[src/rtl/core/stereo_ring_buffer_linear_resampler_defines.svh]
// Assertion macros shared by the resampler RTL.
`ifndef STEREO_RING_BUFFER_LINEAR_RESAMPLER_DEFINES_SVH
`define STEREO_RING_BUFFER_LINEAR_RESAMPLER_DEFINES_SVH
`ifndef SYNTHESIS
`define SRBL_ASSERT_IMP(lbl, clk, rst_n, ante, cons) \
    lbl: assert property (@(posedge clk) disable iff (!rst_n) (ante) |-> (cons)) \
        else $error("srbl: same-cycle check failed");
`define SRBL_ASSERT_NEXT(lbl, clk, rst_n, ante, cons) \
    lbl: assert property (@(posedge clk) disable iff (!rst_n) (ante) |=> (cons)) \
        else $error("srbl: next-cycle check failed");
`else
`define SRBL_ASSERT_IMP(lbl, clk, rst_n, ante, cons)
`define SRBL_ASSERT_NEXT(lbl, clk, rst_n, ante, cons)
`endif
`endif

[src/rtl/core/srbl_pkg.sv]
package srbl_pkg;

    localparam int SAMPLE_BITS = 24;
    localparam int RATIO_BITS  = 20;
    localparam int FRAC_BITS   = 16;
    localparam int NUM_BITS    = 8;
    localparam int FRAMES_BITS = 11;

    localparam logic [RATIO_BITS-1:0] RATIO_UNITY = RATIO_BITS'(65536);

    typedef logic signed [SAMPLE_BITS-1:0] t_sample;

    typedef enum logic [1:0] {
        OP_WRITE = 2'd0,
        OP_READ  = 2'd1,
        OP_CLEAR = 2'd2,
        OP_QUERY = 2'd3
    } t_op;

    typedef enum logic [1:0] {
        ST_OK     = 2'd0,
        ST_REJECT = 2'd1,
        ST_FULL   = 2'd2
    } t_status;

    typedef enum logic [1:0] {
        CMD_WRITE,
        CMD_READ,
        CMD_RESULT
    } t_cmd_kind;

    typedef enum logic [1:0] {
        FE_IDLE,
        FE_MUL,
        FE_PUSH
    } t_fe_state;

    typedef struct packed {
        t_op                 op;
        t_sample             left_in;
        t_sample             right_in;
        logic [NUM_BITS-1:0] num_frames;
    } t_in_word;

    typedef struct packed {
        t_sample                left_out;
        t_sample                right_out;
        logic                   last;
        t_status                status;
        logic [FRAMES_BITS-1:0] frames_consumed;
        logic [FRAMES_BITS-1:0] frames_available;
    } t_out_word;

    typedef struct packed {
        t_cmd_kind           kind;
        t_status             status;
        t_sample             left;
        t_sample             right;
        logic [NUM_BITS-1:0] num;
    } t_cmd;

endpackage

[src/rtl/core/srbl_front.sv]
`include "stereo_ring_buffer_linear_resampler_defines.svh"

module srbl_front #(
    parameter int CAPACITY  = 1024,
    parameter int MAX_BLOCK = 64,
    parameter int AW        = 10,
    parameter int CW        = 11
) (
    input  logic                              i_clk,
    input  logic                              i_rst_n,
    input  logic                              i_in_valid,
    output logic                              o_in_stall,
    input  srbl_pkg::t_in_word                i_in_data,
    input  logic [srbl_pkg::RATIO_BITS-1:0]   i_ratio,
    output logic                              o_q_valid,
    input  logic                              i_q_ready,
    output srbl_pkg::t_cmd                    o_q_cmd,
    output logic [AW-1:0]                     o_q_addr,
    output logic [CW-1:0]                     o_q_need,
    output logic [CW-1:0]                     o_q_avail
);
    import srbl_pkg::*;

    localparam int PRODW = NUM_BITS + RATIO_BITS;
    localparam int NEEDW = PRODW + 1 - FRAC_BITS;
    localparam int CMPW  = (NEEDW > CW) ? NEEDW : CW;
    localparam logic [PRODW:0] ROUND = (PRODW + 1)'((2 ** FRAC_BITS) - 1);

    t_fe_state         r_state, n_state;
    t_in_word          r_item;
    logic [PRODW-1:0]  r_prod;
    logic [AW-1:0]     r_rp, r_wp, n_rp, n_wp;
    logic [CW-1:0]     r_cnt, n_cnt;
    logic              accept, mul_en, push;
    logic [PRODW:0]    prod_rnd;
    logic [NEEDW-1:0]  need;
    logic [CW-1:0]     need_c;
    logic              reject, full;
    logic [CW:0]       rp_sum, rp_wrap;
    logic [AW-1:0]     wp_inc;

    always_comb begin
        n_state = r_state;
        unique case (r_state)
            FE_IDLE: begin
                if (i_in_valid) n_state = FE_MUL;
            end
            FE_MUL: n_state = FE_PUSH;
            FE_PUSH: begin
                if (i_q_ready) n_state = FE_IDLE;
            end
            default: n_state = FE_IDLE;
        endcase
    end

    always_comb begin
        o_in_stall = (r_state != FE_IDLE);
        mul_en     = (r_state == FE_MUL);
        o_q_valid  = (r_state == FE_PUSH);
        accept     = i_in_valid && (r_state == FE_IDLE);
        push       = o_q_valid && i_q_ready;
    end

    always_comb begin
        prod_rnd = {1'b0, r_prod} + ROUND;
        need     = prod_rnd[PRODW:FRAC_BITS];
        need_c   = CW'(need);
        reject   = (r_item.num_frames > NUM_BITS'(MAX_BLOCK)) ||
                   (CMPW'(need) > CMPW'(r_cnt));
        full     = (r_cnt >= CW'(CAPACITY));
        rp_sum   = (CW + 1)'(r_rp) + (CW + 1)'(need_c);
        rp_wrap  = (rp_sum >= (CW + 1)'(CAPACITY)) ? rp_sum - (CW + 1)'(CAPACITY) : rp_sum;
        wp_inc   = (r_wp == AW'(CAPACITY - 1)) ? '0 : r_wp + AW'(1);
    end

    always_comb begin
        n_rp          = r_rp;
        n_wp          = r_wp;
        n_cnt         = r_cnt;
        o_q_cmd.kind   = CMD_RESULT;
        o_q_cmd.status = ST_OK;
        o_q_cmd.left   = r_item.left_in;
        o_q_cmd.right  = r_item.right_in;
        o_q_cmd.num    = r_item.num_frames;
        o_q_addr      = r_rp;
        o_q_need      = '0;
        o_q_avail     = r_cnt;
        unique case (r_item.op)
            OP_WRITE: begin
                if (full) begin
                    o_q_cmd.status = ST_FULL;
                end else begin
                    o_q_cmd.kind = CMD_WRITE;
                    o_q_addr     = r_wp;
                    n_wp         = wp_inc;
                    n_cnt        = r_cnt + CW'(1);
                    o_q_avail    = n_cnt;
                end
            end
            OP_READ: begin
                if (reject) begin
                    o_q_cmd.status = ST_REJECT;
                end else if (r_item.num_frames != '0) begin
                    o_q_cmd.kind = CMD_READ;
                    o_q_need     = need_c;
                    n_rp         = AW'(rp_wrap);
                    n_cnt        = r_cnt - need_c;
                    o_q_avail    = n_cnt;
                end
            end
            OP_CLEAR: begin
                n_rp      = '0;
                n_wp      = '0;
                n_cnt     = '0;
                o_q_avail = '0;
            end
            OP_QUERY: begin
                o_q_avail = r_cnt;
            end
        endcase
    end

    always_ff @(posedge i_clk) begin
        if (!i_rst_n) begin
            r_state <= FE_IDLE;
            r_rp    <= '0;
            r_wp    <= '0;
            r_cnt   <= '0;
        end else begin
            r_state <= n_state;
            if (push) begin
                r_rp  <= n_rp;
                r_wp  <= n_wp;
                r_cnt <= n_cnt;
            end
        end
    end

    always_ff @(posedge i_clk) begin
        if (accept) r_item <= i_in_data;
        if (mul_en) r_prod <= PRODW'(r_item.num_frames) * PRODW'(i_ratio);
    end

    `SRBL_ASSERT_IMP(a_cnt_bound, i_clk, i_rst_n, 1'b1, r_cnt <= CW'(CAPACITY))
    `SRBL_ASSERT_IMP(a_ring_sum, i_clk, i_rst_n, 1'b1, ((CW + 1)'(r_rp) + (CW + 1)'(r_cnt) == (CW + 1)'(r_wp)) || ((CW + 1)'(r_rp) + (CW + 1)'(r_cnt) == (CW + 1)'(r_wp) + (CW + 1)'(CAPACITY)))

endmodule

[config.mk]
export PLATFORM = sky130hd
export DESIGN_NAME = srbl_front
export DESIGN_NICKNAME = d
export VERILOG_FILES = /design/src/rtl/core/srbl_pkg.sv /design/src/rtl/core/srbl_front.sv
export VERILOG_INCLUDE_DIRS = /design/src /design/src/rtl/core
export SDC_FILE = /design/constraint.sdc
export NUM_CORES = 1
export LEC_CHECK = 0
export BUFFER_PORTS_ARGS = -buffer_cell sky130_fd_sc_hd__buf_2
export CAP_MARGIN = 20
export CORE_ASPECT_RATIO = 0.8
export CORE_MARGIN = 5
export CORE_UTILIZATION = 50
export DETAILED_ROUTE_END_ITERATION = 16
export PLACE_DENSITY = 0.76
export SLEW_MARGIN = 10
export SYNTH_ARGS = -nofsm -noshare
export SYNTH_HDL_FRONTEND = slang
export SYNTH_SLANG_ARGS = --single-unit
[constraint.sdc]
create_clock -name i_clk -period 14.3 [get_ports i_clk]
set_input_delay 0 -clock i_clk [delete_from_list [all_inputs] [get_ports i_clk]]
set_output_delay 0 -clock i_clk [all_outputs]
set_load 0.005 [all_outputs]
## Yosys cells after proc, flatten, opt, wreduce, memory -nomap -nowiden

Cells that the tools add are included.
W data, S select, Z words.

| word-level totals | value |
|---|---|
| word-level logic and storage cells | 70 |
| input bits | 82 |
| output and inout port bits | 94 |
| bits in registers | 119 |

| cells by class | value |
|---|---|
| mux-type cells | 25 |
| equal/unequal tests | 11 |
| reductions and logical operators | 14 |
| add/subtract/negate cells | 6 |
| multipliers | 1 |
| magnitude comparators | 4 |

Operators with widths:

| operator | count |
|---|---|
| $mux W10 | 7 |
| $mux W11 | 6 |
| $pmux W11 S4 | 1 |
| $pmux W10 S2 | 2 |
| $pmux W11 S3 | 1 |
| $add A28 B16 Y29 const B | 1 |
| $mul A8 B20 Y28 | 1 |
| $gt A13 B11 Y1 | 1 |
| $add A10 B11 Y12 | 1 |
| $ge A12 B11 Y1 const B | 1 |
| $add A11 B1 Y11 const B | 1 |
| $ge A11 B11 Y1 const B | 1 |
| $sub A11 B11 Y11 | 1 |
| $add A10 B1 Y10 const B | 1 |
| $eq A10 B10 Y1 const B | 1 |
| $mux W2 | 5 |
| $sub A10 B1 Y10 const B | 1 |
| $gt A8 B7 Y1 const B | 1 |
| $ne A2 B2 Y1 const B | 4 |
| $pmux W4 S2 | 1 |
| $reduce_bool A8 Y1 | 1 |
| $eq A2 B2 Y1 const B | 3 |
| $pmux W2 S3 | 1 |
| $reduce_bool A2 Y1 | 3 |
| 10 further kinds | 14 |

## Longest topological paths before layout

| logic depth | value |
|---|---|
| word-level depth | 7 |
| gate-level depth with buffers | 19 |
| depth with buffers taken out | 18 |

## Worst setup path after synthesis

OpenSTA, ideal clock, no wires.

| timing path | value |
|---|---|
| kind | flip-flop to flip-flop |
| from | register r_item (netlist bit o_q_cmd[6]) |
| to | register r_prod[25] (data pin) |
| library setup time | 262 ps |
| data required time | 14,038 ps |
| buffers on the path | 1 |
| arrival time | 4,880 ps |
| clock period less this slack | 5,142 ps |
| stages on the path, launching flop included | 18 |
| path slack | 9,158 ps |
| cells stage by stage | edfxtp_1 > clkbuf_1 > and2_1 > fa_1 > fa_1 > fa_1 > inv_1 > fa_1 > inv_1 > ha_1 > or4_1 > o2bb2ai_1 > a211oi_1 > a221oi_2 > o21ai_1 > a21o_1 > o31ai_1 > xnor2_1 |

| between the ends | value |
|---|---|
| word-level cells in the longest chain between the ends | 1 |

RTL lines:

| element | RTL line | RTL |
|---|---|---|
| start, declared | srbl_front.sv:30 | `t_in_word r_item;` |
| start signal, assigned | srbl_front.sv:140 | `if (accept) r_item <= i_in_data;` |
| $mul A8 B20 Y28 | srbl_front.sv:141 | `if (mul_en) r_prod <= PRODW'(r_item.num_frames) * PRODW'(i_ratio);` |
| end signal, assigned | srbl_front.sv:141 |  |
| end, declared | srbl_front.sv:31 | `logic [PRODW-1:0] r_prod;` |

Every way passes these cells.
A chain may end at the register's enable or synchronous reset.

## Worst setup path in the final report

Same ends and word-level chain as after synthesis.

==> flow_metrics.env <==
export IMPL_nNetsFinal=1656
export IMPL_core_area_um2=22620
export IMPL_multi_input_comb_area_um2=7149
export IMPL_worst_path_most_repeated_cell="sky130_fd_sc_hd__fa_1"
export IMPL_timing_final_setup_violations=0
export IMPL_mappedNetlistNets=1492
export IMPL_hold_class="in2reg"
export IMPL_cts_inserted_buffers=17
export IMPL_ys_seq_elements=119
export IMPL_cpMaxStageDelayCell="sky130_fd_sc_hd__edfxtp_1"
export IMPL_h_tree_levels=4
export IMPL_max_cap_violations=0
export IMPL_r2r_slack_ns=8.56
export IMPL_most_common_library_cell_in_the_layout_ignoring_fill_and_taps="sky130_fd_sc_hd__buf_2"
export IMPL_nFillCells=1908
export IMPL_layout_worst_path_cycle_share_pct=40.12
export IMPL_detailedPlacementHpwl_um=21840
export IMPL_crit_reg2reg_launch="o_q_cmd[6]"
export IMPL_tightestPinTransition_ns=0.9214
export IMPL_setup_total_negative_slack_ns=0
export IMPL_final_hold_violation_count=0
export IMPL_required_ns=14.47
export IMPL_timing_critical_path_fanout_max=24
export IMPL_via_count_of_the_first_global_routing_pass=9308
export IMPL_min_delay_path_depth=2
export IMPL_drc_markers=0
export IMPL_rr_worst_depth=16
export IMPL_chipWidth_um=180.2
export IMPL_cp_cell_instances="and2_1 > fa_1 > fa_1 > fa_1 > inv_1 > fa_1 > inv_1 > ha_1 > or4_1 > o2bb2ai_1 > a211oi_1 > a221oi_2 > o21ai_1 > a21o_1 > o31ai_1 > xnor2_1"
export IMPL_final_period_minus_worst_setup_slack_ns=5.738
export IMPL_status="finished clean"
export IMPL_synth_async_reset_ratio_pct=0
export IMPL_grt_use_total_pct=22.07
export IMPL_crit_reg2reg_capture="r_prod[25]"
export IMPL_placedInstanceArea_um2=12310
export IMPL_cts_tree="built"
export IMPL_detail_route_antenna_nets=0
export IMPL_grt_overflow_total=0
export IMPL_largest_net_degree_at_the_start_of_global_routing=60
export IMPL_setup_repair_after_global_routing_missed_its_margin="no"
export IMPL_initialDrtViolationCount=685
export IMPL_via_count=9102
export IMPL_sequential_cell_area_um2=3243
export IMPL_clkSinkCount=119
export IMPL_clock_insertion_delay_worst_skew_ns=0.42
export IMPL_syn_inst=1214
export IMPL_cp_arrival_ns=5.91
export IMPL_cts_repair_timing_setup_buffer_count=0
export IMPL_dieArea_um2=26340
export IMPL_grt_first_pass_wirelength_um=47850
export IMPL_floorplan_initialDensity_pct=51.23
export IMPL_hold_path_startpoint="i_rst_n"
export IMPL_yosys_warnings=0
export IMPL_clk_pin_slew_ns=0.06
export IMPL_maxSlewViolCount=0
export IMPL_synth_enable_flop_cells=86
export IMPL_first_pass_iters=5
export IMPL_worstSetupStartpoint="o_q_cmd[6]"
export IMPL_boundaryPins=176
export IMPL_diodes=0
export IMPL_finClkSkew_ns=0.01204
export IMPL_area_growth_pct=16.43
export IMPL_vdd_ir_drop_worst_v=0.00008132
export IMPL_cpPeakStageDelay_ns=0.87
export IMPL_gp_routability_congestion=0.9018
export IMPL_cp_end_kind="flop"
export IMPL_fraction_of_final_layout_cells_with_drive_strength_greater_than_1_pct=17.33
export IMPL_worstSetupStartpointType="flop"
export IMPL_cellPowerDensity_nw_per_um2=151.3
export IMPL_achievable_frequency_mhz=174.3
export IMPL_hold_end="r_wp[5]"
export IMPL_synthesis_area_per_instance_um2=9.547
export IMPL_clk_path_buf_depth=2
export IMPL_floorplan_die_height_um=146.2
export IMPL_synth_ff_type="sky130_fd_sc_hd__edfxtp_1"
export IMPL_synthDistinctLibCells=62
export IMPL_wirelength_um=28670
export IMPL_setup_worst_path_class="reg2reg"
export IMPL_vias_per_cell=5.364
export IMPL_wire_per_inst_um=16.90
export IMPL_layout_cells_most_common_list="sky130_fd_sc_hd__buf_2, sky130_fd_sc_hd__inv_1, sky130_fd_sc_hd__and2_1"
export IMPL_antenna_found_initial=0
export IMPL_placement_rows=49
export IMPL_clk_root_buffer_cell="sky130_fd_sc_hd__clkbuf_16"
export IMPL_power_static_leakage_uw=0.006032
export IMPL_slew_limit_headroom_pct=38.58
export IMPL_post_synth_instance_area_um2=11590
export IMPL_finalInstanceArea_um2=13490
export IMPL_synth_sequential_area_ratio_pct=27.98
export IMPL_port_buffers=175
==> stage by stage <==
step	total power, uW	setup slack [ns]	util, %	cells	hold WS [ns]
6_report	2041	8.562	59.65	1697	0.06137
5_1_grt	2220	8.289	59.65	1697	0.07102
4_1_cts	2042	8.567	59.65	1697	0.03496
3_5_place_dp	1595	8.581	54.42	1605	0.1781
3_3_place_gp	1565	8.720	54.42	1605	0.1763
2_1_floorplan	1339	9.158	-	1214	0.09887
==> how the worst max path moves through the flow <==
| stage | endpoint |
|---|---|
| final | r_prod[25] |
| after global routing | r_prod[25] |
| after CTS | r_prod[25] |
| after detailed placement | r_prod[25] |
| after global placement | r_prod[25] |
| after floorplan | r_prod[25] |
==> repair_timing <==
item	in CTS	in global routing
hold buffers	60	0
endpoints found under the hold margin	60	0
resized for setup	0	0
==> registers in the layout, summed over array words and instances (netlist names) <==
register	flops
r_item	2
r_rp	10
r_cnt	11
r_prod	28
r_wp	10
r_state	2
o_q_cmd	56
==> cell type report <==
class | count | share of cell area, %
Clock inverter | 15 | 1.159
Sequential cell | 119 | 24.03
Inverter | 170 | 4.729
Clock buffer | 17 | 3.153
Multi-Input combinational cell | 832 | 52.98
Timing Repair Buffer | 238 | 11.11
Tap cell | 306 | 2.837
==> per-layer routing <==
layer / wire length, um / up-vias / track usage [%] / part of all wire, %
met3: 2087 / 29 / 4.651 / 7.3
met4: 373 / 0 / 4.989 / 1.3
met2: 13260 / 340 / 35.57 / 46
li1: - / 4288 / - / -
met5: 0 / - / 0 / 0
met1: 12960 / 4445 / 30.96 / 45
==> synthesized netlist by cell type, types with 12 or more instances <==
cell	n	share of area [%]
sky130_fd_sc_hd__nand2_1	93	3.0
sky130_fd_sc_hd__or3_1	13	0.70
sky130_fd_sc_hd__and2_1	115	6.2
sky130_fd_sc_hd__edfxtp_1	86	22
sky130_fd_sc_hd__nor3_1	14	0.60
sky130_fd_sc_hd__nor2b_1	20	1.1
sky130_fd_sc_hd__fa_1	110	19
sky130_fd_sc_hd__xnor2_1	40	3.0
sky130_fd_sc_hd__a31oi_1	12	0.65
sky130_fd_sc_hd__clkbuf_1	34	1.1
sky130_fd_sc_hd__mux2_2	12	1.2
sky130_fd_sc_hd__a21oi_1	47	2.0
sky130_fd_sc_hd__xor2_1	17	1.3
sky130_fd_sc_hd__nor2_1	55	1.8
sky130_fd_sc_hd__dfxtp_1	33	5.7
sky130_fd_sc_hd__ha_1	86	9.3
sky130_fd_sc_hd__nand3_1	16	0.69
sky130_fd_sc_hd__buf_4	56	3.6
sky130_fd_sc_hd__inv_1	169	5.5
sky130_fd_sc_hd__o21ai_0	53	2.3
==> logic make-up (layout without fill, tap and decap cells) <==
family	count (synthesis)	in the layout	synth area share (%)
AOI/OAI and AO/OA	194	194	10.67
xor gates and xnor gates	57	57	4.307
adders and majority gates	196	196	28.28
buffers and inverters	263	440	10.42
DFF	119	119	27.98
muxes	15	15	1.425
and+or+nand+nor	370	370	16.92
==> report_power, final <==
part	switching (uW)	internal [uW]	leakage, uW	total (uW)
logic	651	474	0.00467	1130
clock network	176	246	0.000278	422
registers	32.7	462	0.00108	494
total	860	1180	0.00603	2040
==> worst max-delay path, delay by kind of cell, from the launching register on <==
family                     cells  cell delay (ns)
adders and majority gates      5             2.31
AOI/OAI and AO/OA              6             1.29
DFF                            1             0.87
and+or+nand+nor                2             0.81
buffers and inverters          2             0.09
xor gates and xnor gates       1             0.09
No activity file was read; power rests on OpenSTA's default activity.
