===== src/rtl/core/stereo_ring_buffer_linear_resampler_defines.svh =====
// Assertion macros shared by the resampler RTL.
`ifndef STEREO_RING_BUFFER_LINEAR_RESAMPLER_DEFINES_SVH
`define STEREO_RING_BUFFER_LINEAR_RESAMPLER_DEFINES_SVH
`ifndef SYNTHESIS
`define SRBL_ASSERT_IMP(lbl, clk, rst_n, ante, cons) \
    lbl: assert property (@(posedge clk) disable iff (!rst_n) (ante) |-> (cons)) \
        else $error("srbl: same-cycle check failed");
`define SRBL_ASSERT_NEXT(lbl, clk, rst_n, ante, cons) \
    lbl: assert property (@(posedge clk) disable iff (!rst_n) (ante) |=> (cons)) \
        else $error("srbl: next-cycle check failed");
`else
`define SRBL_ASSERT_IMP(lbl, clk, rst_n, ante, cons)
`define SRBL_ASSERT_NEXT(lbl, clk, rst_n, ante, cons)
`endif
`endif


===== src/rtl/core/srbl_pkg.sv =====
package srbl_pkg;

    localparam int SAMPLE_BITS = 24;
    localparam int RATIO_BITS  = 20;
    localparam int FRAC_BITS   = 16;
    localparam int NUM_BITS    = 8;
    localparam int FRAMES_BITS = 11;

    localparam logic [RATIO_BITS-1:0] RATIO_UNITY = RATIO_BITS'(65536);

    typedef logic signed [SAMPLE_BITS-1:0] t_sample;

    typedef enum logic [1:0] {
        OP_WRITE = 2'd0,
        OP_READ  = 2'd1,
        OP_CLEAR = 2'd2,
        OP_QUERY = 2'd3
    } t_op;

    typedef enum logic [1:0] {
        ST_OK     = 2'd0,
        ST_REJECT = 2'd1,
        ST_FULL   = 2'd2
    } t_status;

    typedef enum logic [1:0] {
        CMD_WRITE,
        CMD_READ,
        CMD_RESULT
    } t_cmd_kind;

    typedef enum logic [1:0] {
        FE_IDLE,
        FE_MUL,
        FE_PUSH
    } t_fe_state;

    typedef struct packed {
        t_op                 op;
        t_sample             left_in;
        t_sample             right_in;
        logic [NUM_BITS-1:0] num_frames;
    } t_in_word;

    typedef struct packed {
        t_sample                left_out;
        t_sample                right_out;
        logic                   last;
        t_status                status;
        logic [FRAMES_BITS-1:0] frames_consumed;
        logic [FRAMES_BITS-1:0] frames_available;
    } t_out_word;

    typedef struct packed {
        t_cmd_kind           kind;
        t_status             status;
        t_sample             left;
        t_sample             right;
        logic [NUM_BITS-1:0] num;
    } t_cmd;

endpackage


===== src/rtl/core/srbl_queue.sv =====
module srbl_queue #(
    parameter int AW = 10,
    parameter int CW = 11
) (
    input  logic           i_clk,
    input  logic           i_rst_n,
    input  logic           i_push_valid,
    output logic           o_push_ready,
    input  srbl_pkg::t_cmd i_cmd,
    input  logic [AW-1:0]  i_addr,
    input  logic [CW-1:0]  i_need,
    input  logic [CW-1:0]  i_avail,
    output logic           o_pop_valid,
    input  logic           i_pop_ready,
    output srbl_pkg::t_cmd o_cmd,
    output logic [AW-1:0]  o_addr,
    output logic [CW-1:0]  o_need,
    output logic [CW-1:0]  o_avail
);
    import srbl_pkg::*;

    localparam int DEPTH = 2;
    localparam int PW    = $clog2(DEPTH);

    t_cmd          r_cmd   [DEPTH];
    logic [AW-1:0] r_addr  [DEPTH];
    logic [CW-1:0] r_need  [DEPTH];
    logic [CW-1:0] r_avail [DEPTH];
    logic [PW-1:0] r_wr_ptr, r_rd_ptr;
    logic [PW:0]   r_fill;
    logic          push, pop;

    assign o_push_ready = (r_fill != (PW + 1)'(DEPTH));
    assign o_pop_valid  = (r_fill != '0);
    assign push         = i_push_valid && o_push_ready;
    assign pop          = o_pop_valid && i_pop_ready;

    assign o_cmd   = r_cmd[r_rd_ptr];
    assign o_addr  = r_addr[r_rd_ptr];
    assign o_need  = r_need[r_rd_ptr];
    assign o_avail = r_avail[r_rd_ptr];

    always_ff @(posedge i_clk) begin
        if (!i_rst_n) begin
            r_wr_ptr <= '0;
            r_rd_ptr <= '0;
            r_fill   <= '0;
        end else begin
            if (push) r_wr_ptr <= r_wr_ptr + PW'(1);
            if (pop)  r_rd_ptr <= r_rd_ptr + PW'(1);
            if (push && !pop) begin
                r_fill <= r_fill + (PW + 1)'(1);
            end else if (pop && !push) begin
                r_fill <= r_fill - (PW + 1)'(1);
            end
        end
    end

    always_ff @(posedge i_clk) begin
        if (push) begin
            r_cmd[r_wr_ptr]   <= i_cmd;
            r_addr[r_wr_ptr]  <= i_addr;
            r_need[r_wr_ptr]  <= i_need;
            r_avail[r_wr_ptr] <= i_avail;
        end
    end

endmodule


===== config.mk =====
export PLATFORM = sky130hd
export DESIGN_NAME = srbl_queue
export DESIGN_NICKNAME = d
export VERILOG_FILES = /design/src/rtl/core/stereo_ring_buffer_linear_resampler_defines.svh /design/src/rtl/core/srbl_pkg.sv /design/src/rtl/core/srbl_queue.sv
export SDC_FILE = /design/constraint.sdc
export NUM_CORES = 1
export LEC_CHECK = 0
export ABC_CLOCK_PERIOD_IN_PS = 4600
export BUFFER_PORTS_ARGS = -buffer_cell sky130_fd_sc_hd__buf_2
export CAP_MARGIN = 20
export CORE_MARGIN = 4
export CORE_UTILIZATION = 29
export CTS_BUF_LIST = sky130_fd_sc_hd__clkbuf_8 sky130_fd_sc_hd__clkbuf_16
export DETAILED_ROUTE_END_ITERATION = 10
export MAX_ROUTING_LAYER = met4
export SLEW_MARGIN = 20
export SYNTH_ARGS = -nofsm -noshare
export SYNTH_HDL_FRONTEND = slang
export SYNTH_SLANG_ARGS = --single-unit

===== constraint.sdc =====
create_clock -name i_clk -period 4.6 [get_ports i_clk]
set_input_delay 0.92 -clock i_clk [delete_from_list [all_inputs] [get_ports i_clk]]
set_output_delay 0.92 -clock i_clk [all_outputs]
set_load 0.02 [all_outputs]

---- Word level (Yosys, flattened, before mapping) ----
Memories as Yosys holds them, arrays and structs flattened. A register that Yosys moved wholly into a read port is not among the register bits.
Index checks and enable logic that the tools add are counted.
storage, ports and cells
  bits of input ports ..................... 96
  register bits after elaboration ......... 4
  RAM bits ................................ 184
  logic and storage cells ................. 32
  output and inout bits ................... 94
  memories kept ........................... 4
cells by class
  $add $sub $neg .......................... 4
  reduce and logical (&&, ||, !) cells .... 8
  mux-type cells .......................... 12
  eq/ne operators ......................... 1
memory list
  name     words  bits a word  read ports  clocked after memory_dff  write ports  line              RTL
  r_cmd    2      60           1           1                         1            srbl_queue.sv:25  t_cmd r_cmd [DEPTH];
  r_avail  2      11           1           1                         1            srbl_queue.sv:28  logic [CW-1:0] r_avail [DEPTH];
  r_need   2      11           1           1                         1            srbl_queue.sv:27  logic [CW-1:0] r_need [DEPTH];
  r_addr   2      10           1           1                         1            srbl_queue.sv:26  logic [AW-1:0] r_addr [DEPTH];
operators with widths
  operator                                          count
  two-way mux 1 bit                                 10
  logical AND 1 bit                                 4
  two-way mux 2 bit                                 2
  nonzero test 2 bit                                2
  adder 1 bit, second input constant                2
  adder 2 x 1 -> 2 bit, second input constant       1
  logical NOT 1 bit                                 2
  != test 2 bit, second input constant              1
  subtractor 2 x 1 -> 2 bit, second input constant  1

---- Logic depth before layout (Yosys ltp) ----
Gate-level depths: netlist of run 1.
  depth in word-level cells ............... 6
  mapped depth ............................ 6
  gate-level depth less buffers ........... 6

---- Worst setup path after synthesis of run 1 ----
No wires, ideal clock.
  kind .................................... input to register
  start ................................... input i_push_valid
  end ..................................... memory r_addr[1][0] (enable)
  stages on the path ...................... 1
  path buffers ............................ 0
  data required time ...................... 4,139 ps
  path slack .............................. 1,033 ps
  arrival ................................. 3,105 ps
  setup time .............................. 461 ps
  cells stage by stage .................... and3_1
between the ends
  word-level cells in the longest chain between the ends .. 3
ends and longest elaborated chain
  what                                     line              RTL
  from (decl)                              srbl_queue.sv:7   input logic i_push_valid,
  logical AND 1 bit                        srbl_queue.sv:35  assign push = i_push_valid && o_push_ready;
  two-way mux 1 bit                        srbl_queue.sv:60  if (push) begin
  two-way mux 1 bit (implied by the code)  srbl_queue.sv:62  r_addr[r_wr_ptr] <= i_addr;
  to (decl)                                srbl_queue.sv:26
No other way between the ends.

==> metrics.txt, run 1 <==
outcome=complete, no violations; Clock Pin Slew Worst Setup and Hold Paths=70 ps; root buffer cell=sky130_fd_sc_hd__clkbuf_16; Row Count=56; Yosys top cell by area=sky130_fd_sc_hd__edfxtp_1; leading cell types by count after synthesis=184 x sky130_fd_sc_hd__edfxtp_1, 92 x sky130_fd_sc_hd__mux2_2, 8 x sky130_fd_sc_hd__buf_6; synthesis-stage register bit count=189; largest cells by area after synthesis=sky130_fd_sc_hd__edfxtp_1 80%, sky130_fd_sc_hd__mux2_2 15%, sky130_fd_sc_hd__dfxtp_1 1.4%, sky130_fd_sc_hd__buf_6 1.3%, sky130_fd_sc_hd__and2_1 0.36%; ratio of routed vias to standard cells=4.17; Synth Instances=310; Leak=3.20 nW; final instance area=8790 sq um; post_cts resized=0; net count of the mapped netlist=407; vertical die dimension=162 um; most used flip-flop cell after synthesis=sky130_fd_sc_hd__edfxtp_1; count of different cell masters after synthesis=21; Yosys Warn Count=0; max incr delay on CP=980 ps; number of buffers added to fix hold violations after cts=0; pin slew with the least headroom to its limit=953 ps; Post-DRT Antenna Nets=0; Max-Cap Viols=0; count of buffering cells on the critical path with inverters included=2; post-synth design cell area=6910 sq um; final number of max-transition violations=0; later-pin clock latency in the skew report=420 ps; final setup violation count=0; number of input and output port buffers inserted=189; largest net degree at the start of global routing=84; count of buffers added by post-CTS timing repair for setup=0; sequential cell area fraction in the yosys report=81.4%; crit path capture type=output pin; TritonCTS clock tree=built; number of enable-type register cells in the synthesized netlist=184; aggregate negative setup slack=0 ps; worst path cell trace=buf_4, mux2_2, buf_2; Die Wd=162 um; GRT Util Overall=10.7%; first-pass iteration count of the detailed router=4; endpoint required time on the critical path=3680 ps; worst hold slack after final layout=595 ps; drt total wl=13,900 um; headroom to the max-slew limit=36.5%; routability-driven placement congestion ratio=0.767; wire per inst=16.4 um; clk buf depth=2; mean instance size in the synthesized netlist=22.3 sq um; H-tree lvl count=4; clock buffer count from CTS=17; area added between synthesis and finish=27.3%; standard cell with the maximum stage delay on the critical path=sky130_fd_sc_hd__dfxtp_4; number of clock sinks seen by CTS=189; pwr/cell area=563 nW/um^2; Net count, final=610; Residual DRC=0; clock skew=12.7 ps; DRC marker count from the first detailed-route iteration=179; endpoint arrival time on the critical path=2320 ps; cell with the most instances after synthesis=sky130_fd_sc_hd__edfxtp_1; post-layout min period=3240 ps; antenna violations before repair=3; fraction of synthesis flops using an asynchronous set or reset pin=0%; HPWL after detailed placement=9320 um; area of the die=26,300 sq um; critical setup path kind=flip-flop to output pin; highest achievable clock rate=308 MHz; share of layout cells above drive strength 1=61.2%; core area=23,500 sq um; final-report hold violation count=0; number of vias in the routed layout=3,538; Boundary Pins=190; Starting Density=29.4%; leftover overflow at the end of global routing=0; kind of launch point of the worst setup path=flip-flop; class of the most critical hold timing path=flip-flop to flip-flop; cell family contributing the most delay on the critical path=flip-flops; unrepaired setup endpoints after global routing=false; area share of the largest cell type after synthesis=80.0%; post-route fraction of the period consumed by the critical path=70.5%; highest ir drop seen on vdd=0.000384 V; via count of the first global-routing pass=3,923; placed cell areas=8220 sq um; global-route wire length before repair=21,200 um; maximum fanout encountered on the critical timing path=68
stage by stage:
step | instances | setup slack, ps | power [W] | util, %
2_1_floorplan | 310 | 1030 | 0.00320 | -
3_3_place_gp | 812 | 1800 | 0.00357 | 34.9
3_5_place_dp | 813 | 1760 | 0.00360 | 35.0
4_1_cts | 845 | 1290 | 0.00503 | 37.4
5_1_grt | 848 | 1210 | 0.00518 | 37.5
6_report | 848 | 1360 | 0.00495 | 37.5
logic make-up after synthesis:
kind of cell / Yosys count / share of synthesized area [%]
adders and majority gates: 1 / 0.181
xor gates and xnor gates: 3 / 0.381
AOI/OAI and AO/OA: 5 / 0.507
buffers and inverters: 11 / 1.54
muxes: 92 / 15.0
DFF: 189 / 81.4
and+or+nand+nor: 9 / 0.942
path summary, 6_finish.rpt:
check             startpoint           end  slack [ps]  depth (start not counted)
setup / recovery   flip-flop     o_cmd[35]        1360                          3
hold / removal      r_rd_ptr     flip-flop         590                          2
setup reg to reg   r_fill[0]  r_addr[1][2]        2500                          4
hold reg to reg     r_rd_ptr     flip-flop         590                          2
tightest hold or removal path, cell delays in order, from the launching register on:
cell,delay (ps)
sky130_fd_sc_hd__dfxtp_1,340
sky130_fd_sc_hd__xnor2_1,80
sky130_fd_sc_hd__and2_1,140
area by class of cell:
class                           count  area (sq um)
Antenna cell                        3          7.51
Multi-Input combinational cell    110          1180
Inverter                            1          8.76
Timing Repair Buffer              194          1000
Fill cell                        2160         14700
Clock buffer                       17           425
Tap cell                          319           399
Clock inverter                     15           138
Sequential cell                   189          5630
metal layers:
layer  share of wire (%)  global-route usage, %  vias up
met2                  50                   17.7      134
met1                  42                   12.4     1745
li1                    -                      -     1646
met5                   0                      -        -
met4                 1.3                   3.11        0
met3                 7.1                   3.81       13
power by group:
group          leakage (nW)  switching [W]  internal (W)
clock network         0.267       0.000656      0.000754
logic                  1.17       0.000721      0.000524
registers              1.76       0.000139       0.00215
placed cells by master, fill, tap and decap left out, drive strengths merged, types with 2 or more instances in the layout:
master and instances:
mux2 92, clkinv 7, inv 5, buf 194, o21ai 2, dfxtp 5, a21boi 2, edfxtp 184
and2 4, xnor2 2, diode 3, clkbuf 17, clkinvlp 3
flip-flops by register name, indices dropped and copies added (netlist names), named ones only:
name,cells
r_avail,22
r_wr_ptr,1
r_need,22
r_addr,20
r_rd_ptr,1
r_cmd,120
r_fill,2
Note: power is estimated with default switching activity, not from simulation.
==> run 2, diff against run 1 <==
Settings changed: ABC_AREA set to 1, ABC_CLOCK_PERIOD_IN_PS 4600 to 2930.
Clock period 4.6 ns to 2.93 ns, I/O delays scaled along.
==> run 2 against run 1 <==
  * Total power up 60%
  * Synthesized cell count up 4.2%
  * Wire length up 1.5%
  * Critical path type unchanged
  * Via count up 0.62%
  * Critical path depth unchanged
  * Largest power group unchanged
  * Worst setup slack worse by 710 ps
  * Core utilization down 0.27 points
==> metrics.txt, run 2 <==
net count of the mapped netlist=420 (+3.2%); antenna violations before repair=2 (-1); Post-DRT Antenna Nets=0 (unchanged); pin slew with the least headroom to its limit=616 ps (-337 ps); first-pass iteration count of the detailed router=4 (unchanged); most used flip-flop cell after synthesis=sky130_fd_sc_hd__edfxtp_1; ratio of routed vias to standard cells=4.12 (-1.2%); area share of the largest cell type after synthesis=75.9% (-4.1 points); post-route fraction of the period consumed by the critical path=77.9%; top library cells by usage in the layout, fill and taps aside=189 x sky130_fd_sc_hd__buf_2, 184 x sky130_fd_sc_hd__edfxtp_1, 80 x sky130_fd_sc_hd__mux2_4; H-tree lvl count=4 (unchanged); kind of launch point of the worst setup path=flip-flop; mean instance size in the synthesized netlist=22.5 sq um (+1.1%); post-layout min period=2280 ps; post-layout util=37.2% (-0.27 points); class of the most critical hold timing path=primary input to flip-flop; area of the die=27,700 sq um (+5.1%); highest achievable clock rate=438 MHz; GRT Util Overall=10.5% (-0.26 points); Row Count=57 (+1.8%); leftover overflow at the end of global routing=0 (unchanged); crit path capture type=output pin; drt total wl=14,100 um (+1.5%); registers with the most flip-flops=r_cmd (120), r_avail (22), r_need (22); TritonCTS clock tree=built; startpoint of the most critical register-to-register path=r_fill[0]; number of buffers added to fix hold violations after cts=0 (unchanged); vertical die dimension=166 um (+2.5%); global-route wire length before repair=21,900 um (+3.4%); Die Wd=166 um (+2.5%); number of input and output port buffers inserted=189 (unchanged); number of flip-flops in the largest register=120 (unchanged); Yosys top cell by area=sky130_fd_sc_hd__edfxtp_1; later-pin clock latency in the skew report=430 ps (about the same); DRC marker count from the first detailed-route iteration=145 (-19%); number of vias in the routed layout=3,560 (+0.62%); unrepaired setup endpoints after global routing=false; headroom to the max-slew limit=58.9% (+22 points); area added between synthesis and finish=25.3%; count of buffers added by post-CTS timing repair for setup=0 (unchanged); core area=24,500 sq um (+4.5%); worst path cell trace=buf_12, mux2_2, buf_2; post-synth design cell area=7280 sq um (+5.4%); routability-driven placement congestion ratio=0.700 (-8.7%); largest cells by area after synthesis=sky130_fd_sc_hd__edfxtp_1 76%, sky130_fd_sc_hd__mux2_4 17%, sky130_fd_sc_hd__buf_12 2.2%, sky130_fd_sc_hd__mux2_2 1.9%, sky130_fd_sc_hd__dfxtp_1 1.4%; post_cts resized=0 (unchanged); Clock Pin Slew Worst Setup and Hold Paths=70 ps (about the same); via count of the first global-routing pass=4,077 (+3.9%); share of layout cells above drive strength 1=58.7% (-2.5 points); largest net degree at the start of global routing=93 (+11%); Starting Density=29.7% (+0.24 points); cell with the most instances after synthesis=sky130_fd_sc_hd__edfxtp_1; Net count, final=622 (+2.0%); standard cell with the maximum stage delay on the critical path=sky130_fd_sc_hd__mux2_2; final setup violation count=0 (unchanged); commonest non-fill, non-tap cell in the layout=sky130_fd_sc_hd__buf_2; gr busiest metal=met2; Leak=3.52 nW (+10%); sequential cell area fraction in the yosys report=77.3% (-4.2 points); clk buf depth=2 (unchanged); leading cell types by count after synthesis=184 x sky130_fd_sc_hd__edfxtp_1, 80 x sky130_fd_sc_hd__mux2_4, 12 x sky130_fd_sc_hd__mux2_2; count of buffering cells on the critical path with inverters included=2 (unchanged); clock skew=19.1 ps (+6.45 ps); met1 Usage GRT=11.6% (-0.83 points); Yosys Warn Count=0 (unchanged); highest ir drop seen on vdd=0.000316 V (-18%); met3 layer usage reported by global route=3.34% (-0.46 points); Max-Cap Viols=0 (unchanged); cell family contributing the most delay on the critical path=buffers and inverters; max incr delay on CP=380 ps (-600 ps); placed cell areas=8550 sq um (+4.1%); register ranked first by flip-flop count=r_cmd; fraction of synthesis flops using an asynchronous set or reset pin=0% (unchanged); Boundary Pins=190 (unchanged); HP Start=i_cmd[58]; met2 Track Usage GR=17.9% (+0.15 points); Synth Instances=323 (+4.2%); number of clock sinks seen by CTS=189 (unchanged); critical setup path kind=flip-flop to output pin; final instance area=9120 sq um (+3.8%); number of enable-type register cells in the synthesized netlist=184 (unchanged); maximum fanout encountered on the critical timing path=47 (-31%); outcome=complete, no violations; HPWL after detailed placement=9480 um (+1.7%); final number of max-transition violations=0 (unchanged); count of different cell masters after synthesis=16 (-24%); final-report hold violation count=0 (unchanged); wire per inst=16.3 um (-0.35%); aggregate negative setup slack=0 ps (unchanged); endpoint arrival time on the critical path=1700 ps (-620 ps); root buffer cell=sky130_fd_sc_hd__clkbuf_16; clock buffer count from CTS=17 (unchanged); Residual DRC=0 (unchanged); endpoint required time on the critical path=2340 ps (-1340 ps); synthesis-stage register bit count=189 (unchanged); pwr/cell area=866 nW/um^2 (+54%)
-- run 2: cell types whose count changed after synthesis, sizes merged, moves of 2 or more --
| cell | change |
|---|---|
| nand2 | +9 |
| and2 | -4 |
| xnor2 | -2 |
| nor2 | +8 |
| inv | +7 |
| a21boi | -2 |
-- run 2: final timing paths --
path,to,slack (ps),cells past startpoint
worst min register to register,flip-flop,510,2
worst min-delay path,r_cmd[1][58],340,1
worst max register to register,r_avail[1][5],1180,5
worst max-delay path,o_need[0],650,3
-- run 2: cell families (layout without fill, tap and decap cells) --
kind of cell             after synthesis  after routing  synth area share (%)
adder cells (fa/ha/maj)                1              1                 0.172
flip-flops                           189            189                  77.3
AND/OR/NAND/NOR                       19             19                  1.03
AO/OA/AOI/OAI                          4              4                 0.309
buffers and inverters                 18            233                  2.84
multiplexers                          92             92                  18.4
other                                  0              2                     0
-- run 2: final cells by class --
type | count | area, sq um
antenna | 2 | 5.00
tap | 324 | 405
timing repair buffer | 193 | 1030
clock buffer | 17 | 425
inverter | 8 | 30.0
clock inverter | 15 | 139
fill | 2346 | 15400
sequential | 189 | 5630
multi-input combinational | 116 | 1460
-- run 2: routing by layer --
metal	share of wire (%)	routed length, um
met1	41	5790
met2	52	7320
met3	6.0	846
met4	1.1	155
met5	0	0
-- run 2: stage by stage --
step / worst slack, ps / hold WS, ps / power (W) / cells
floorplan: -643 / 467 / 0.00524 / 323
global placement: 1110 / 482 / 0.00574 / 830
detailed placement: 1080 / 498 / 0.00580 / 830
CTS: 624 / 320 / 0.00805 / 862
global route: 578 / 316 / 0.00831 / 864
finish: 647 / 341 / 0.00790 / 864
-- run 2: power breakdown --
group	total (W)	switching, W	internal [W]
Sequential	0.00352	0.000102	0.00342
Clock	0.00221	0.00102	0.00119
Combinational	0.00217	0.00124	0.000934
Total	0.00790	0.00236	0.00554
==> run 3, diff against run 2 <==
Settings changed: ABC_CLOCK_PERIOD_IN_PS 2930 to 2250.
Clock period 2.93 ns to 2.25 ns, I/O delays scaled along.
==> run 3 against run 2 <==
  * Global-route usage is 0.14 points lower
  * Wire length is 0.63% higher
  * Combinational power is 37% higher
  * Largest power group unchanged
  * Highest routed layer unchanged
==> metrics.txt, run 3 (same netlist as run 2, synthesis figures left out) <==
pin slew with the least headroom to its limit=303 ps (-313 ps); ratio of routed vias to standard cells=4.13 (+0.17%); DRC marker count from the first detailed-route iteration=227 (+57%); register ranked first by flip-flop count=r_cmd; met2 Track Usage GR=17.9% (+0.035 points); number of buffers added to fix hold violations after cts=0 (unchanged); number of input and output port buffers inserted=189 (unchanged); area of the die=27,700 sq um (unchanged); net switching power=0.00307 W (+30%); gr busiest metal=met2; share of total power in the clock network=28.5% (+0.6 points); standard cell with the maximum stage delay on the critical path=sky130_fd_sc_hd__dfxtp_4; drt total wl=14,200 um (+0.63%); H-tree lvl count=4 (unchanged); critical setup path kind=flip-flop to output pin; Leak=3.60 nW (+2.2%); Post-DRT Antenna Nets=0 (unchanged); worst reg-to-reg setup slack=840 ps (-340 ps); TritonCTS clock tree=built; first-pass iteration count of the detailed router=4 (unchanged); met1 Usage GRT=11.5% (-0.060 points); Row Count=57 (unchanged); maximum fanout encountered on the critical timing path=36 (-23%); number of flip-flops in the largest register=120 (unchanged); internal portion of total power=0.00752 W (+36%); highest ir drop seen on vdd=0.000499 V (+58%); Net count, final=631 (+1.4%); highest achievable clock rate=465 MHz; post-layout min period=2150 ps; crit path capture type=output pin; count of buffering cells on the critical path with inverters included=2 (unchanged); number of cells traversed by the worst hold path=1 (unchanged); area added between synthesis and finish=27.6%; part of the power in combinational logic=28.0% (+0.5 points); class of the most critical hold timing path=primary input to flip-flop; final-report hold violation count=0 (unchanged); clk buf depth=2 (unchanged); count of cell instances traversed by the critical path=3 (unchanged); worst reg2reg path endpoint=r_fill[1]; later-pin clock latency in the skew report=410 ps (-20 ps); Starting Density=29.7% (unchanged); registers with the most flip-flops=r_cmd (120), r_avail (22), r_need (22); Residual DRC=0 (unchanged); worst hold slack after final layout=220 ps (-122 ps); routability-driven placement congestion ratio=0.739 (+5.6%); vertical die dimension=166 um (unchanged); clock skew=9.83 ps (-9.29 ps); R2R cell count=9 (+4); outcome=complete, no violations; endpoint required time on the critical path=1800 ps (-540 ps); cell family contributing the most delay on the critical path=flip-flops; final setup violation count=0 (unchanged); core area=24,500 sq um (unchanged); unrepaired setup endpoints after global routing=false; final number of max-transition violations=0 (unchanged); GRT Util Overall=10.3% (-0.14 points); largest net degree at the start of global routing=50 (-46%); share of layout cells above drive strength 1=60.0% (+1.2 points); wire per inst=16.3 um (-0.18%); number of clock sinks seen by CTS=189 (unchanged); kind of launch point of the worst setup path=flip-flop; Die Wd=166 um (unchanged); global-route wire length before repair=21,600 um (-1.6%); headroom to the max-slew limit=79.8% (+21 points); Max-Cap Viols=0 (unchanged); register share of total power=43.5% (-1.0 points); top library cells by usage in the layout, fill and taps aside=189 x sky130_fd_sc_hd__buf_2, 184 x sky130_fd_sc_hd__edfxtp_1, 80 x sky130_fd_sc_hd__mux2_4; Clock Pin Slew Worst Setup and Hold Paths=70 ps (about the same); HP Start=i_need[1]; post-route fraction of the period consumed by the critical path=95.6%; HPWL after detailed placement=9660 um (+1.9%); aggregate negative setup slack=0 ps (unchanged); antenna diode count=0 (-2); Boundary Pins=190 (unchanged); met3 layer usage reported by global route=3.51% (+0.17 points); commonest non-fill, non-tap cell in the layout=sky130_fd_sc_hd__buf_2; max incr delay on CP=450 ps (+70 ps); endpoint arrival time on the critical path=1700 ps (about the same); leftover overflow at the end of global routing=0 (unchanged); antenna violations before repair=0 (-2); root buffer cell=sky130_fd_sc_hd__clkbuf_16; via count of the first global-routing pass=3,972 (-2.6%); pwr/cell area=1140 nW/um^2 (+32%); net switching fraction of the power=29.0% (-0.87 points); startpoint of the most critical register-to-register path=r_fill[1]; worst path cell trace=buf_16, mux2_2, buf_2; Hold EP=r_need[0][1]; clock buffer count from CTS=17 (unchanged); number of vias in the routed layout=3,595 (+0.98%)
-- run 3: worst max path at each step --
stage / start / endpoint / slack (ps)
detailed placement: flip-flop / o_need[0] / 450
CTS: flip-flop / o_need[0] / 3
global placement: flip-flop / o_need[0] / 450
finish: flip-flop / o_need[0] / 100
floorplan: r_fill[0] / r_addr[0][0] / -100
global route: flip-flop / o_need[0] / 20
-- run 3: power groups by stage --
stage	Combinational, W	Clock (W)	Sequential (W)
4_1_cts	0.00295	0.00313	0.00462
2_1_floorplan	0.00220	0	0.00464
6_report	0.00297	0.00302	0.00460
5_1_grt	0.00318	0.00330	0.00464
3_5_place_dp	0.00294	0	0.00469
3_3_place_gp	0.00290	0	0.00467
-- run 3: cell type report --
cell class / instances / area (sq um)
clock inverters: 15 / 166
flip-flops and latches: 189 / 5630
clock buffers: 17 / 425
fillers: 2315 / 15200
multi-input cells: 116 / 1480
well taps: 324 / 405
repair buffers: 202 / 1150
inverters: 8 / 30.0
-- run 3: metal layers --
metal  wire, um  part of all wire (%)  vias to the layer above
li1           -                     -                     1682
met2       7670                    54                      104
met5          0                     0                        -
met3        813                   5.7                       10
met4        153                   1.1                        0
met1       5570                    39                     1799
-- run 3: stage by stage --
stage	power, W	cells	instance area (sq um)	utilization [%]	worst slack, ps
detailed placement	0.00763	834	8620	35.1	449
finish	0.0106	871	9290	37.8	98.9
global route	0.0111	871	9290	37.8	15.2
floorplan	0.00683	323	7310	-	-101
global placement	0.00756	834	8620	35.1	450
CTS	0.0107	866	9220	37.6	3.48
-- run 3: repair_timing --
| action | 4_1_cts | 5_1_grt |
|---|---|---|
| gates cloned | 0 | 1 |
| gates resized for setup | 1 | 1 |
| hold endpoints to repair | 0 | 0 |
| buffers inserted | 0 | 4 |
| endpoints found under the setup margin | 1 | 47 |
